--- config.mk ---
export PLATFORM = sky130hd
export DESIGN_NAME = gnss_raw_frame_sync_checksum
export DESIGN_NICKNAME = d
export VERILOG_FILES = /design/src/hdl/grfsc_pkg.sv /design/src/hdl/gnss_raw_frame_sync_checksum.sv
export SDC_FILE = /design/constraint.sdc
export NUM_CORES = 1
export LEC_CHECK = 0
export BUFFER_PORTS_ARGS = -buffer_cell sky130_fd_sc_hd__buf_2
export CAP_MARGIN = 20
export CELL_PAD_IN_SITES_DETAIL_PLACEMENT = 1
export CELL_PAD_IN_SITES_GLOBAL_PLACEMENT = 1
export CORE_AREA = 2 2 139 141
export CTS_CLUSTER_DIAMETER = 100
export DETAILED_ROUTE_END_ITERATION = 16
export DIE_AREA = 0 0 141 143
export GPL_TIMING_DRIVEN = 0
export HOLD_SLACK_MARGIN = 0.12
export PLACE_DENSITY = 0.71
export SYNTH_ARGS = -nofsm -noshare
export SYNTH_HDL_FRONTEND = slang
export SYNTH_SLANG_ARGS = --single-unit
--- constraint.sdc ---
create_clock -name clock -period 5.9 [get_ports clock]
set_input_delay 0.59 -clock clock [delete_from_list [all_inputs] [get_ports clock]]
set_output_delay 0.59 -clock clock [all_outputs]
set_load 0.01 [all_outputs]
--- src/hdl/grfsc_pkg.sv ---
// shared types and constants of the frame sync and checksum block
package grfsc_pkg;

   // field widths
   localparam int unsigned BYTE_W     = 8;
   localparam int unsigned EVENT_W    = 3;
   localparam int unsigned LEN_W      = 9;
   localparam int unsigned SUM_W      = 16;
   localparam int unsigned MAXLEN_W   = 13;
   localparam int unsigned REQ_DATA_W = 8;
   localparam int unsigned RSP_DATA_W = 40;
   localparam int unsigned RSP_USER_W = 4;

   // header and length constants
   localparam logic [BYTE_W-1:0]   START_BYTE    = 8'h01;
   localparam logic [BYTE_W-1:0]   ID_CHECK      = 8'hFF;
   localparam logic [LEN_W-1:0]    LEN_EXTRA     = 9'd6;
   localparam logic [LEN_W-1:0]    HDR_END_POS   = 9'd2;
   localparam logic [LEN_W-1:0]    LEN_POS       = 9'd3;
   localparam logic [MAXLEN_W-1:0] MAX_LEN_RESET = 13'd4096;

   // event codes carried with every result item
   typedef enum logic [EVENT_W-1:0] {
      EV_NONE    = 3'd0,
      EV_SYNC    = 3'd1,
      EV_LEN_ERR = 3'd2,
      EV_CSUM_BAD = 3'd3,
      EV_GOOD    = 3'd4
   } event_type;

   // one result item before packing
   typedef struct packed {
      logic                in_frame;
      event_type           event_res;
      logic [LEN_W-1:0]    byte_pos;
      logic [BYTE_W-1:0]   byte_value;
      logic [LEN_W-1:0]    frame_len;
      logic [BYTE_W-1:0]   msg_id;
   } rsp_item_type;

endpackage

--- src/hdl/gnss_raw_frame_sync_checksum.sv ---
// frame sync and 16-bit additive checksum deframer, one stream byte per item
//
// Each accepted byte produces exactly one result item in the output register
// in the next cycle; a new byte is accepted every cycle as long as the output
// register is empty or is being taken in the same cycle, so the sustained rate
// is one byte per clock. While hunting, bytes move through a three-byte window
// until start byte 0x01, an id and the id's complement are seen (event sync
// found, position 2). The next byte plus 6 is the frame length; a length above
// max_frame_len gives event length too long and hunting resumes. The last two
// frame bytes are checked, low byte first, against the 16-bit sum of all
// earlier frame bytes and the final byte reports checksum good or bad. The
// window keeps the last header between frames. max_frame_len is written on the
// csr channel, which is always ready, and should only be written while idle.
module gnss_raw_frame_sync_checksum (
   input  logic                             clock,
   input  logic                             reset,
   // input stream
   input  logic                             req_tvalid,
   output logic                             req_tready,
   input  logic [grfsc_pkg::REQ_DATA_W-1:0] req_tdata,   // [7:0] rx_byte
   // result stream
   output logic                             rsp_tvalid,
   input  logic                             rsp_tready,
   // [7:0] msg_id, [16:8] frame_len, [24:17] byte_value, [33:25] byte_pos,
   // [39:34] zero
   output logic [grfsc_pkg::RSP_DATA_W-1:0] rsp_tdata,
   output logic [grfsc_pkg::RSP_USER_W-1:0] rsp_tuser,   // [2:0] event_res, [3] in_frame
   // configuration write
   input  logic                             csr_valid,
   output logic                             csr_ready,
   input  logic [grfsc_pkg::MAXLEN_W-1:0]   csr_data     // [12:0] max_frame_len
);

   logic [grfsc_pkg::BYTE_W-1:0]   win_ff [3];
   logic [grfsc_pkg::BYTE_W-1:0]   win_in [3];
   logic [grfsc_pkg::LEN_W-1:0]    byte_count_ff, byte_count_in;
   logic [grfsc_pkg::LEN_W-1:0]    frame_length_ff, frame_length_in;
   logic [grfsc_pkg::SUM_W-1:0]    running_sum_ff, running_sum_in;
   logic [grfsc_pkg::BYTE_W-1:0]   checksum_low_ff, checksum_low_in;
   logic [grfsc_pkg::MAXLEN_W-1:0] max_frame_len_ff;
   logic                           rsp_valid_ff, rsp_valid_in;
   grfsc_pkg::rsp_item_type        rsp_item_ff, rsp_item_in;

   logic                           accept;
   logic [grfsc_pkg::BYTE_W-1:0]   rx_byte;
   logic [grfsc_pkg::LEN_W-1:0]    flen_cur;
   logic [grfsc_pkg::LEN_W:0]      pos_p1;
   logic [grfsc_pkg::LEN_W:0]      pos_p2;
   logic                           csum_ok;

   // handshake
   assign req_tready = !rsp_valid_ff || rsp_tready;
   assign accept     = req_tvalid && req_tready;
   assign csr_ready  = 1'b1;
   assign rx_byte    = req_tdata[grfsc_pkg::BYTE_W-1:0];

   // length taken from the length byte or from the frame in progress
   assign flen_cur = (byte_count_ff == grfsc_pkg::LEN_POS)
                   ? ({1'b0, rx_byte} + grfsc_pkg::LEN_EXTRA) : frame_length_ff;
   assign pos_p1   = {1'b0, byte_count_ff} + 10'd1;
   assign pos_p2   = {1'b0, byte_count_ff} + 10'd2;
   assign csum_ok  = (running_sum_ff[15:8] == rx_byte) &&
                     (running_sum_ff[7:0] == checksum_low_ff);

   // next state and result item
   always_comb begin
      win_in          = win_ff;
      byte_count_in   = byte_count_ff;
      frame_length_in = frame_length_ff;
      running_sum_in  = running_sum_ff;
      checksum_low_in = checksum_low_ff;

      rsp_item_in            = '0;
      rsp_item_in.event_res  = grfsc_pkg::EV_NONE;
      rsp_item_in.byte_value = rx_byte;

      if (byte_count_ff == '0) begin
         // hunting: shift the window and look for a header
         win_in[0] = win_ff[1];
         win_in[1] = win_ff[2];
         win_in[2] = rx_byte;
         if ((win_ff[1] == grfsc_pkg::START_BYTE) &&
             ((win_ff[2] ^ rx_byte) == grfsc_pkg::ID_CHECK)) begin
            byte_count_in   = grfsc_pkg::LEN_POS;
            frame_length_in = '0;
            running_sum_in  = {8'd0, win_ff[1]} + {8'd0, win_ff[2]} + {8'd0, rx_byte};
            checksum_low_in = '0;
            rsp_item_in.event_res = grfsc_pkg::EV_SYNC;
            rsp_item_in.msg_id    = win_ff[2];
            rsp_item_in.byte_pos  = grfsc_pkg::HDR_END_POS;
         end
      end else begin
         // inside a frame
         frame_length_in      = flen_cur;
         rsp_item_in.msg_id   = win_ff[1];
         rsp_item_in.frame_len = flen_cur;
         rsp_item_in.byte_pos = byte_count_ff;
         rsp_item_in.in_frame = 1'b1;
         if ((byte_count_ff == grfsc_pkg::LEN_POS) &&
             ({4'd0, flen_cur} > max_frame_len_ff)) begin
            byte_count_in         = '0;
            rsp_item_in.event_res = grfsc_pkg::EV_LEN_ERR;
         end else begin
            // sum all bytes before the checksum, catch the low checksum byte
            if (pos_p2 < {1'b0, flen_cur}) begin
               running_sum_in = running_sum_ff + {8'd0, rx_byte};
            end else if (pos_p2 == {1'b0, flen_cur}) begin
               checksum_low_in = rx_byte;
            end
            if (pos_p1 >= {1'b0, flen_cur}) begin
               byte_count_in         = '0;
               rsp_item_in.event_res = csum_ok ? grfsc_pkg::EV_GOOD
                                               : grfsc_pkg::EV_CSUM_BAD;
            end else begin
               byte_count_in = pos_p1[grfsc_pkg::LEN_W-1:0];
            end
         end
      end
   end

   // output register occupancy
   assign rsp_valid_in = accept || (rsp_valid_ff && !rsp_tready);

   // control state
   always_ff @(posedge clock) begin
      if (reset) begin
         win_ff[0]        <= '0;
         win_ff[1]        <= '0;
         win_ff[2]        <= '0;
         byte_count_ff    <= '0;
         frame_length_ff  <= '0;
         running_sum_ff   <= '0;
         checksum_low_ff  <= '0;
         max_frame_len_ff <= grfsc_pkg::MAX_LEN_RESET;
         rsp_valid_ff     <= 1'b0;
      end else begin
         rsp_valid_ff <= rsp_valid_in;
         if (accept) begin
            win_ff          <= win_in;
            byte_count_ff   <= byte_count_in;
            frame_length_ff <= frame_length_in;
            running_sum_ff  <= running_sum_in;
            checksum_low_ff <= checksum_low_in;
         end
         if (csr_valid && csr_ready) begin
            max_frame_len_ff <= csr_data;
         end
      end
   end

   // result payload
   always_ff @(posedge clock) begin
      if (accept) begin
         rsp_item_ff <= rsp_item_in;
      end
   end

   // packing
   assign rsp_tvalid = rsp_valid_ff;
   assign rsp_tdata  = {6'd0, rsp_item_ff.byte_pos, rsp_item_ff.byte_value,
                        rsp_item_ff.frame_len, rsp_item_ff.msg_id};
   assign rsp_tuser  = {rsp_item_ff.in_frame, rsp_item_ff.event_res};

endmodule

==> Flow_metrics.wiki <==
{| class="wikitable"
! Metric !! Value
|-
| Outcome || finished, final reports clean
|-
| Leakage power summed over all cells || between 3 and 4 nW
|-
| Fin cells || approximately 1000
|-
| Fraction of synthesized cell area taken by the top area cell type || roughly a fifth
|-
| Timing-limited maximum frequency || 0.202 GHz
|-
| Minimum period implied by the final worst setup slack || around 5.0 ns
|-
| Layout Skew || 0.0129 ns
|-
| Average cell area after synthesis || 9.26 sq um
|-
| Portion of the post-synthesis area used by sequential elements || 38.2%
|-
| Area of the multi-input gates || between 3000 and 4000 sq um
|-
| CP endpoint kind || flop
|-
| Commonest cells in the synthesized netlist || sky130_fd_sc_hd__dfxtp_1, sky130_fd_sc_hd__nor2_1, sky130_fd_sc_hd__nand2_1, sky130_fd_sc_hd__a21oi_1, sky130_fd_sc_hd__ha_1
|-
| Synth Warn # || 0
|-
| Largest net degree at the start of global routing || between 40 and 50
|-
| Overall via count from detail_route || around 5700
|-
| Global-route wire length before repair || roughly 31000 um
|-
| Initial Utilization || between 30% and 40%
|-
| Number of flops mapped to enable cells by yosys || 38
|-
| Power after layout || 1.74 mW
|-
| Worst hold slack across all endpoints || approximately 0.46 ns
|-
| Fill cell total of the finished layout || roughly 2200
|-
| Total power per unit cell area || 225 nW/um^2
|-
| Final period utilization || between 80% and 90%
|-
| GR Layer Usage met3 || 2.38%
|-
| Post-cts repair resize count || 0
|-
| DRC || 0
|-
| Core Rows || 50
|-
| Startpoint Class || flop
|-
| Largest cells by area after synthesis || sky130_fd_sc_hd__dfxtp_1, sky130_fd_sc_hd__edfxtp_1, sky130_fd_sc_hd__ha_1
|-
| Total Routed Length || roughly 20000 um
|-
| Maximum fanout along the worst path || 10
|-
| Top FF cell, synth || sky130_fd_sc_hd__dfxtp_1
|-
| Count of input and output buffers || 64
|-
| Final worst-path setup slack || 0.943 ns
|-
| Number of nets with antenna violations after routing || 0
|-
| Total placed instance area || approximately 7400 sq um
|-
| Total instance count after detailed placement || 1033
|-
| Synth Cell Area || about 6800 sq um
|-
| Post-synthesis cell count || 730
|-
| Wirelength per Cell || approximately 19 um
|-
| Worst stage delay on the critical path || ~0.71 ns
|-
| Fraction of final layout cells with drive strength greater than 1 || between 10% and 20%
|-
| Hold WC Path Type || input port to flop
|-
| Met2 GRT Util || approximately a third
|-
| Worst Setup Slack post-DPL || approximately 1.2 ns
|-
| Reg clk slew, reported paths || approximately 0.070 ns
|-
| Gr usage total || between 20 and 25%
|-
| Vias per Instance || approximately 5.4
|-
| Final Cell Area || between 7000 and 8000 sq um
|-
| Worst ir drop on vdd || roughly 0.10 mV
|-
| 1st-iter DRT viols || 304
|-
| Clock Tree Buf Depth || 2
|-
| Worst slew slack as a fraction of its limit || ~40%
|-
| Final-report hold violation count || 0
|-
| Final Slew Violations || 0
|-
| Number of H-tree levels || 3
|-
| Busiest layer in global routing || met2
|-
| Post-layout utilization of the core || 41.5%
|-
| Number of buffers added for setup after CTS || 0
|-
| Storage cell area || between 2000 and 3000 sq um
|-
| Area of the placeable core || 18600 sq um
|-
| Grt ovf || 0
|-
| Area of the die || between 20000 and 25000 sq um
|-
| Detailed-placement wirelength estimate || 14800 um
|-
| Hold-fix buffers at CTS || 0
|-
| Via count of the first global-routing pass || approximately 5600
|-
| Most repeated library cell on the critical path || sky130_fd_sc_hd__o21ai_0
|-
| Count leader, synth || sky130_fd_sc_hd__dfxtp_1
|-
| Layout overhead on the synthesized area || 14.1%
|-
| I/O pin count || 73
|-
| Start-to-end type of the worst setup path || flop to flop
|-
| Cell type with the highest aggregate area in the netlist || sky130_fd_sc_hd__dfxtp_1
|-
| CTS root buffer || sky130_fd_sc_hd__clkbuf_16
|-
| Die H || 143 um
|-
| Clock sink total || 110
|-
| Cell-by-cell trace of the critical path || ha_1, nor4b_4, nand2_1, o21ai_0, inv_1, ha_1, a21boi_0, o21ai_0, a21oi_1, o31ai_1, nand2b_1, a21o_1, nor3_1, o21ai_0, a21oi_1
|-
| Distinct cell type count after synthesis || just under 70
|-
| Number of register bits inferred by synthesis || between 100 and 150
|-
| Floorplan die width || between 100 and 150 um
|-
| Antenna Diode Count || 0
|-
| Antenna violations before repair || 0
|-
| Clock Latency Late Sink || 0.36 ns
|-
| Setup TNS || 0 ns
|-
| Number of clock buffers inserted by TritonCTS || 9
|-
| Placer Congestion || between 0.8 and 0.9
|-
| Setup repair after global routing missed its margin || false
|-
| Proportion of synthesized flip-flops having asynchronous set or reset || 0%
|-
| Cell at the slowest stage of the critical path || sky130_fd_sc_hd__nor3_1
|-
| Nets@finish || about 900
|-
| Required time at the endpoint of the critical path || ~6.2 ns
|-
| Met1 usage in global routing || a little over a quarter
|-
| Crit path DAT || around 5.3 ns
|-
| Number of max-cap violations || 0
|-
| CTS tree || done
|-
| Length of the first detailed-routing pass in iterations || 5
|-
| Count of final setup violators || 0
|-
| Measured slew at the worst slew-check pin || around 0.91 ns
|}
==> power by group <==
group	switching (mW)	internal, mW
Sequential	0.0192	0.809
Clock	0.302	0.374
Combinational	0.144	0.0870
Total	0.466	1.27
==> kinds of logic (layout without fill, tap and decap cells) <==
kind of cell	Yosys count	count (layout)	share of synthesized area [%]
and+or+nand+nor	237	237	17.2
other	2	7	0.111
buffers and inverters	90	170	5.78
muxes	14	14	2.07
AOI/OAI and AO/OA	178	178	19.4
xor gates and xnor gates	39	39	5.06
DFF	110	110	38.2
adders and majority gates	60	60	12.2
==> area by class of cell <==
cell class	instances	area share, %
flip-flops and latches	110	33.5
multi-input cells	535	49.3
repair buffers	64	4.15
clock buffers	9	2.92
inverters	39	1.90
clock inverters	7	1.27
plain buffers	51	3.16
well taps	234	3.80
==> worst max-delay path: cells and delay by family (launching register included) <==
family / cells / cell delay [ns]
simple gates: 4 / 1.67
fa+ha+maj: 2 / 0.70
buf+inv: 1 / 0.21
compound gates: 8 / 1.81
flops: 1 / 0.50
==> placed cells by master, fill, tap and decap left out, types with 7 or more instances in the layout <==
master | synthesis | routed
sky130_fd_sc_hd__ha_1 | 50 | 50
sky130_fd_sc_hd__nor2b_1 | 7 | 7
sky130_fd_sc_hd__buf_4 | 9 | 9
sky130_fd_sc_hd__nand4_1 | 21 | 21
sky130_fd_sc_hd__nor2_1 | 70 | 70
sky130_fd_sc_hd__mux2i_1 | 14 | 14
sky130_fd_sc_hd__a22oi_1 | 10 | 10
sky130_fd_sc_hd__fa_1 | 10 | 10
sky130_fd_sc_hd__buf_2 | 3 | 67
sky130_fd_sc_hd__nor3_1 | 9 | 9
sky130_fd_sc_hd__or3_1 | 9 | 9
sky130_fd_sc_hd__nand2_1 | 68 | 68
sky130_fd_sc_hd__dfxtp_1 | 72 | 72
sky130_fd_sc_hd__a21oi_1 | 66 | 66
sky130_fd_sc_hd__inv_1 | 39 | 38
sky130_fd_sc_hd__clkbuf_16 | 0 | 9
sky130_fd_sc_hd__o21ai_0 | 23 | 23
sky130_fd_sc_hd__and3_1 | 8 | 8
sky130_fd_sc_hd__edfxtp_1 | 38 | 38
sky130_fd_sc_hd__conb_1 | 2 | 7
sky130_fd_sc_hd__clkbuf_1 | 35 | 35
sky130_fd_sc_hd__xor2_1 | 24 | 24
sky130_fd_sc_hd__a21o_1 | 16 | 16
sky130_fd_sc_hd__a22o_1 | 7 | 7
sky130_fd_sc_hd__nand3_1 | 16 | 16
sky130_fd_sc_hd__xnor2_1 | 15 | 15
==> registers in the layout, summed over array words and instances, names as in the netlist <==
register / count
frame_length_ff: 9
rsp_tdata: 34
rsp_tuser: 4
running_sum_ff: 16
checksum_low_ff: 8
rsp_tvalid: 1
max_frame_len_ff: 13
win_ff: 16
byte_count_ff: 9
==> routing by layer <==
metal | share of wire (%) | wire length [um] | up-vias
met1 | 46 | 9120 | 2823
li1 | - | - | 2741
met5 | 0 | 0 | -
met3 | 3.3 | 662 | 19
met4 | 1.7 | 335 | 0
met2 | 49 | 9770 | 103
==> path summary, 6_finish.rpt <==
kind | from | endpoint | slack (ns) | depth (start not counted)
worst min register to register | win_ff[8]$_SDFFE_PP0P_ | win_ff[8]$_SDFFE_PP0P_ | 0.47 | 2
worst min-delay path | csr_data[12] | max_frame_len_ff[12]$_SDFFE_PP1P_ | 0.46 | 3
worst max register to register | byte_count_ff[0]$_SDFFE_PP0P_ | byte_count_ff[2]$_SDFFE_PP0P_ | 0.94 | 15
worst max-delay path | byte_count_ff[0]$_SDFFE_PP0P_ | byte_count_ff[2]$_SDFFE_PP0P_ | 0.94 | 15
(Power assumes the default switching activity.)
